**src/rtl/core/ght_pkg.sv**
```systemverilog
// ----------------------------------------------------------------------------
// ght_pkg
// shared constants and the request token that walks the slot cell chain
// ----------------------------------------------------------------------------
package ght_pkg;

  localparam int unsigned SLOT_COUNT_DEF = 64;

  localparam int unsigned ADDR_W = 64;
  localparam int unsigned SLOT_W = 16;
  localparam int unsigned GEN_W  = 32;
  localparam int unsigned HNDL_W = SLOT_W + GEN_W;
  localparam int unsigned PAGE_W = 12;
  localparam int unsigned OP_W   = 2;

  localparam int unsigned IN_W  = 328;
  localparam int unsigned OUT_W = 120;

  localparam logic [OP_W-1:0] OP_MAP   = 2'd0;
  localparam logic [OP_W-1:0] OP_UNMAP = 2'd1;
  localparam logic [OP_W-1:0] OP_SYNC  = 2'd2;

  localparam logic [GEN_W-1:0] GEN_RETIRED = '1;

  typedef struct packed {
    logic              valid;
    logic [OP_W-1:0]   op;
    logic              done;
    logic              ok;
    logic              phys_ok;
    logic [SLOT_W-1:0] slot;
    logic [GEN_W-1:0]  gen;
  } tok_t;

endpackage

```
**src/rtl/core/ght_cell.sv**
```systemverilog
// ----------------------------------------------------------------------------
// ght_cell
// one table slot: holds its used flag and generation, serves a passing token
// ----------------------------------------------------------------------------
module ght_cell import ght_pkg::*; #(
  parameter int unsigned SlotIdx = 0
) (
  input  logic clk_i,
  input  logic rst_ni,
  input  tok_t tok_i,
  output tok_t tok_o
);

  localparam logic [SLOT_W-1:0] SlotNum = SLOT_W'(SlotIdx + 1);

  logic             used_q, used_d;
  logic [GEN_W-1:0] gen_q, gen_d;
  logic [GEN_W-1:0] gen_inc;
  logic             hdl_ok;
  tok_t             tok_q, tok_d;

  assign gen_inc = gen_q + GEN_W'(1);
  assign hdl_ok  = used_q && (gen_q == tok_i.gen) && (tok_i.gen != '0);

  always_comb begin
    tok_d  = tok_i;
    used_d = used_q;
    gen_d  = gen_q;
    if (tok_i.valid && !tok_i.done) begin
      case (tok_i.op)
        OP_MAP: begin
          if (!used_q && (gen_q != GEN_RETIRED)) begin
            gen_d      = gen_inc;
            used_d     = tok_i.phys_ok;
            tok_d.done = 1'b1;
            tok_d.ok   = tok_i.phys_ok;
            tok_d.gen  = gen_inc;
            tok_d.slot = SlotNum;
          end
        end
        OP_UNMAP, OP_SYNC: begin
          if (tok_i.slot == SlotNum) begin
            tok_d.done = 1'b1;
            tok_d.ok   = hdl_ok;
            if ((tok_i.op == OP_UNMAP) && hdl_ok) begin
              used_d = 1'b0;
            end
          end
        end
        default: ;
      endcase
    end
  end

  always_ff @(posedge clk_i or negedge rst_ni) begin
    if (!rst_ni) begin
      used_q <= 1'b0;
      gen_q  <= '0;
      tok_q  <= '0;
    end else begin
      used_q <= used_d;
      gen_q  <= gen_d;
      tok_q  <= tok_d;
    end
  end

  assign tok_o = tok_q;

endmodule

```
**config.mk**
```make
export PLATFORM = sky130hd
export DESIGN_NAME = ght_cell
export DESIGN_NICKNAME = d
export VERILOG_FILES = /design/src/rtl/core/ght_pkg.sv /design/src/rtl/core/ght_cell.sv
export SDC_FILE = /design/constraint.sdc
export NUM_CORES = 1
export LEC_CHECK = 0
export ABC_AREA = 1
export BUFFER_PORTS_ARGS = -buffer_cell sky130_fd_sc_hd__buf_4
export CORE_ASPECT_RATIO = 1.2
export CORE_MARGIN = 1.5
export CORE_UTILIZATION = 51
export CTS_BUF_LIST = sky130_fd_sc_hd__clkbuf_8
export DETAILED_ROUTE_END_ITERATION = 6
export GPL_TIMING_DRIVEN = 1
export PLACE_DENSITY = 0.79
export SLEW_MARGIN = 10
export SYNTH_ARGS = -nofsm -noshare
export SYNTH_HDL_FRONTEND = slang
export SYNTH_SLANG_ARGS = --single-unit
```
**constraint.sdc**
```tcl
create_clock -name clk_i -period 2 [get_ports clk_i]
set_clock_uncertainty 0.05 [all_clocks]
set_input_delay 0 -clock clk_i [delete_from_list [all_inputs] [get_ports clk_i]]
set_output_delay 0 -clock clk_i [all_outputs]
set_load 0.01 [all_outputs]
```
==> results.json, run 1 <==
{
  "hold_path_class": "in -> async",
  "nNetsFinal": 896,
  "crit_start": "gen_q[1]",
  "post-route-drc-count": 17,
  "core_area_sq_um": 8990,
  "ys.flop_type": "dfrtp_1",
  "violations": "design-rule violations, negative setup slack",
  "synth-warning-count": 0,
  "cp_max_fo": 3,
  "hpwl_um": 9420,
  "dieArea_sq_um": 9820,
  "end_kind": "register",
  "crit_required_ns": 2.21,
  "synth.top_cells.by_count": "nand2_1, inv_1, dfrtp_1",
  "ff2ff_setup_slack_ns": -0.09,
  "dr.pass1.iters": 7,
  "gp_congestion": 0.887,
  "syn_area_per_cell_sq_um": 7.38,
  "viasPerCell": 5.52,
  "crit_arrival_ns": 2.30,
  "cts-buffers-inserted": 9,
  "synthTopCellsByArea": "dfrtp_1, nand2_1, inv_1",
  "p_leak_uw": 0.00377,
  "cts.sinks": 87,
  "drtAntennaViolNets": 0,
  "start_util": 0.524,
  "relSlewSlack": 0.671,
  "syn_inst": 638,
  "status": "complete, but fails checks",
  "max_cap_violations": 0,
  "die_h_um": 108,
  "synth.distinct_cells": 29,
  "synth_most_common_cell": "nand2_1",
  "min_period_ns": 2.09,
  "grt_pass1_wl_um": 22000,
  "ys_seq_elements": 87,
  "setup_viol": 49,
  "grt_max_degree": 55,
  "grt_usage": 0.286,
  "first_global_vias": 4765,
  "clk_pin_slew_ns": 0.10,
  "num_antenna_cells": 0,
  "initialDrtViolationCount": 558,
  "drv_slew": 0,
  "grt_overflow": 0,
  "syn-num-nets": 698,
  "std_cell_rows": 38,
  "drive_gt1_frac": 0.304,
  "antenna_found_initial": 0,
  "htree_levels": 3,
  "wl_um": 16500,
  "clock_path_buffers": 2,
  "port_buffers": 109,
  "fin_util": 0.803,
  "synthToLayoutAreaGrowth_pct": 53.3,
  "rsz0062_at_grt": "yes",
  "critPathLaunchType": "register",
  "max_freq_mhz": 479,
  "cts_root_buf": "clkbuf_8",
  "timing.rr.start": "gen_q[1]",
  "async_reset_ff_frac": 1.00,
  "synth.cell_area_sq_um": 4710,
  "synth_edf_count": 0,
  "report.final.hold_viol_count": 0,
  "yosysSeqAreaShare": 0.462,
  "power_uw": 5850,
  "cts_tree": "built",
  "vias": 5301,
  "synth_top_cell_by_area": "dfrtp_1",
  "ir_drop_mv": 0.430,
  "fin_crit_sh": 1.04,
  "cellPowerDensity_nw_per_um2": 811,
  "setup_ws_ns": -0.0885,
  "yosysTopAreaCellShare": 0.462,
  "wire_per_inst_um": 17.1,
  "ios": 110,
  "dpl_worst_slack_ns": -0.0290,
  "tightest_slew_ns": 0.494,
  "die-width_um": 90.7,
  "clock_latency_ns": 0.37,
  "worstSetupPathType": "reg -> reg"
}
[flip-flops by register name, summed over array words and instances (netlist names)]
name    count
tok_o      54
gen_q      32
used_q      1
[kinds of logic after synthesis]
| group | count (synthesis) | synth area share |
|---|---|---|
| buffers and inverters | 122 | 0.107 |
| DFF | 87 | 0.462 |
| xor gates and xnor gates | 28 | 0.0521 |
| and+or+nand+nor | 328 | 0.292 |
| adders and majority gates | 4 | 0.0106 |
| AOI/OAI and AO/OA | 69 | 0.0755 |
[repair_timing]
item / 4_1_cts / 5_1_grt
hold endpoints to repair: 135 / 0
resized for setup: 2 / 113
pin swaps: 0 / 10
cloned: 0 / 10
hold buffers: 55 / 0
setup buffers: 1 / 7
setup endpoints to repair: 12 / 80
[critical path, cell delays in order, from the launching register on]
cell	delay, ns
dfrtp_1	0.44
buf_4	0.16
nand3_1	0.14
or2_2	0.37
nor2_1	0.25
nand4_1	0.21
xor2_1	0.19
nand2_1	0.12
o21ai_2	0.06
[metrics by stage]
step / std cells / instance area (sq um) / TNS (ns) / hold slack, ns
floorplan: 638 / 4710 / 0 / -0.346
global placement: 872 / 5750 / 0 / -0.0569
detailed placement: 872 / 5750 / -0.100 / -0.0547
CTS: 944 / 6530 / 0 / 0.0927
global route: 961 / 7220 / -5.40 / 0.102
finish: 961 / 7220 / -1.57 / 0.0667
[layer usage]
metal	GRT usage	routed length, um	vias to the layer above
met2	0.519	8550	320
met1	0.330	5810	2513
met3	0.0534	1130	111
met4	0.126	985	0
met5	0	0	-
li1	-	-	2357
[path summary, 6_finish.rpt]
path,to,depth (start not counted)
worst max-delay path,gen_q[31],8
worst max register to register,gen_q[31],8
max in group asynchronous,gen_q[19],3
min in group clk_i,tok_o[53],2
worst min-delay path,tok_o[33],2
worst min register to register,used_q,2
[power breakdown]
group	switching, uW	leakage [uW]	internal [uW]
Clock	674	0.0000993	618
Sequential	348	0.00102	2060
Combinational	1250	0.00264	904
[area by class of cell]
| type | instances | area (sq um) |
|---|---|---|
| flip-flops and latches | 87 | 2180 |
| clock buffers | 10 | 138 |
| well taps | 120 | 150 |
| inverters | 109 | 414 |
| fillers | 524 | 1770 |
| clock inverters | 6 | 67.6 |
| repair buffers | 200 | 1870 |
| multi-input cells | 429 | 2390 |
[layout by cell type, fill, tap and decap left out, drive strengths merged, types with 2 or more instances in the layout]
master,count
nand3,27
inv,111
clkinvlp,2
a21oi,3
ha,4
xnor2,5
xor2,23
dlygate4sd3,55
nor2,68
nand4,11
dfrtp,87
clkbuf,18
nand2,204
buf,137
nor3,14
o21ai,64
nand3b,2
Note: power is estimated with default switching activity, not from simulation.
==> run 2: changes to the inputs <==
Settings changed: PLACE_DENSITY 0.79 to 0.87, TNS_END_PERCENT set to 100.
==> results.json, run 2 (same netlist as run 1, synthesis figures left out) <==
{
  "grt_pass1_wl_um": 22800,
  "ios": 110,
  "combPwrFrac": 0.391,
  "vias": 5645,
  "synthToLayoutAreaGrowth_pct": 50.8,
  "cp_max_fo": 7,
  "relSlewSlack": 0.628,
  "start_util": 0.524,
  "design_area_sq_um": 7100,
  "switching_share": 0.387,
  "crit_arrival_ns": 2.38,
  "max_freq_mhz": 467,
  "antenna_found_initial": 0,
  "report.final.hold_viol_count": 0,
  "dr.pass1.iters": 6,
  "die-width_um": 90.7,
  "core_area_sq_um": 8990,
  "violations": "negative setup slack",
  "r2r_end": "gen_q[13]",
  "ir_drop_mv": 0.703,
  "power.switching_uw": 2310,
  "p_leak_uw": 0.00371,
  "wire_per_inst_um": 18.5,
  "fin_util": 0.790,
  "cts_tree": "built",
  "port_buffers": 109,
  "power_uw": 5970,
  "drive_gt1_frac": 0.283,
  "die_h_um": 108,
  "drv_slew": 0,
  "first_global_vias": 5188,
  "grt_usage": 0.296,
  "cellPowerDensity_nw_per_um2": 841,
  "end_kind": "register",
  "hpwl_um": 9580,
  "hold_path_class": "in -> async",
  "most-common-layout-cells": "nand2_1, buf_4, inv_1, dfrtp_1, nor2_1",
  "worstSetupPathType": "reg -> reg",
  "wl_um": 18000,
  "final_common_cell": "nand2_1",
  "status": "complete, but fails checks",
  "grt_max_degree": 46,
  "nNetsFinal": 908,
  "clock_path_buffers": 2,
  "clock_latency_ns": 0.38,
  "viasPerCell": 5.81,
  "setup_ws_ns": -0.141,
  "largest_reg_flops": 54,
  "gp_congestion": 0.952,
  "intPower_uw": 3660,
  "r2r_cells": 14,
  "timing.rr.start": "gen_q[0]",
  "p_seq_frac": 0.393,
  "setup_viol": 79,
  "dpl-instance-area_sq_um": 5870,
  "clk_pin_slew_ns": 0.09,
  "cts-buffers-inserted": 9,
  "critPathLaunchType": "register",
  "drtAntennaViolNets": 0,
  "hold_slack_ns": 0.107,
  "tns_ns": -5.20,
  "ff2ff_setup_slack_ns": -0.14,
  "max_cap_violations": 0,
  "cts.sinks": 87,
  "htree_levels": 3,
  "fin_crit_sh": 1.07,
  "initialDrtViolationCount": 635,
  "rsz0062_at_grt": "yes",
  "min_period_ns": 2.14,
  "grt_overflow": 0,
  "tightest_slew_ns": 0.557,
  "dieArea_sq_um": 9820,
  "crit_required_ns": 2.24,
  "post-route-drc-count": 0,
  "std_cell_rows": 38,
  "p_clk_frac": 0.216,
  "cts_root_buf": "clkbuf_8",
  "num_antenna_cells": 0
}
## run 2: cell count changes in the layout (fill, tap and decap cells not counted), moves of 4 or more
cell	change
o21ai_1	+19
clkbuf_16	-4
buf_4	+14
nand2_4	-8
o21ai_2	-16
nand2_1	+9
## run 2: power groups by stage
stage               combinational [uW]  clock (uW)  sequential (uW)
finish                            2330        1290             2350
global route                      2520        1350             2360
CTS                               1920        1280             2300
detailed placement                1810           0             2330
global placement                  1740           0             2310
floorplan                          988           0             2360
## run 2: timing repair
item	CTS	global route
endpoints found under the setup margin	72	80
pin swaps	1	7
hold endpoints to repair	97	0
setup buffers	4	5
cloned	1	5
hold buffers	55	0
gates resized for setup	0	80
## run 2: critical path, cell delays in order, from the launching register on
cell and delay, ns:
dfrtp_1 0.43, ha_4 0.18, nand3_4 0.09, nor3_4 0.25
nand2_2 0.10, inv_2 0.07, nand2_2 0.06, nand2_2 0.07
inv_2 0.05, nand2_4 0.06, nor2_4 0.04, buf_12 0.15
buf_12 0.14, clkbuf_16 0.16, o21ai_2 0.14
## run 2: layer usage
layer | vias to the layer above | track usage | share of wire
li1 | 2378 | - | -
met1 | 2586 | 0.318 | 0.32
met2 | 508 | 0.533 | 0.49
met3 | 173 | 0.0591 | 0.11
met4 | 0 | 0.187 | 0.084
met5 | - | 0 | 0
## run 2: worst max path at each step
stage,startpoint,endpoint,slack (ns)
after floorplan,gen_q[0],gen_q[26],0.11
after global placement,gen_q[0],gen_q[26],-0.02
after detailed placement,gen_q[0],gen_q[25],-0.14
after CTS,gen_q[0],tok_o[30],-0.02
after global routing,gen_q[1],gen_q[31],-0.28
final,gen_q[0],gen_q[13],-0.14
## run 2: layout make-up
cell class | count | area, sq um
clock buffers | 11 | 151
clock inverters | 4 | 45.0
fillers | 494 | 1890
inverters | 109 | 412
multi-input cells | 429 | 2260
flip-flops and latches | 87 | 2180
well taps | 120 | 150
repair buffers | 212 | 1900
## run 2: per-stage QoR
step	setup WS (ns)	instances
after detailed placement	-0.141	887
after global routing	-0.276	972
after CTS	-0.0240	962
final	-0.141	972
after global placement	-0.0218	887
after floorplan	0.108	638
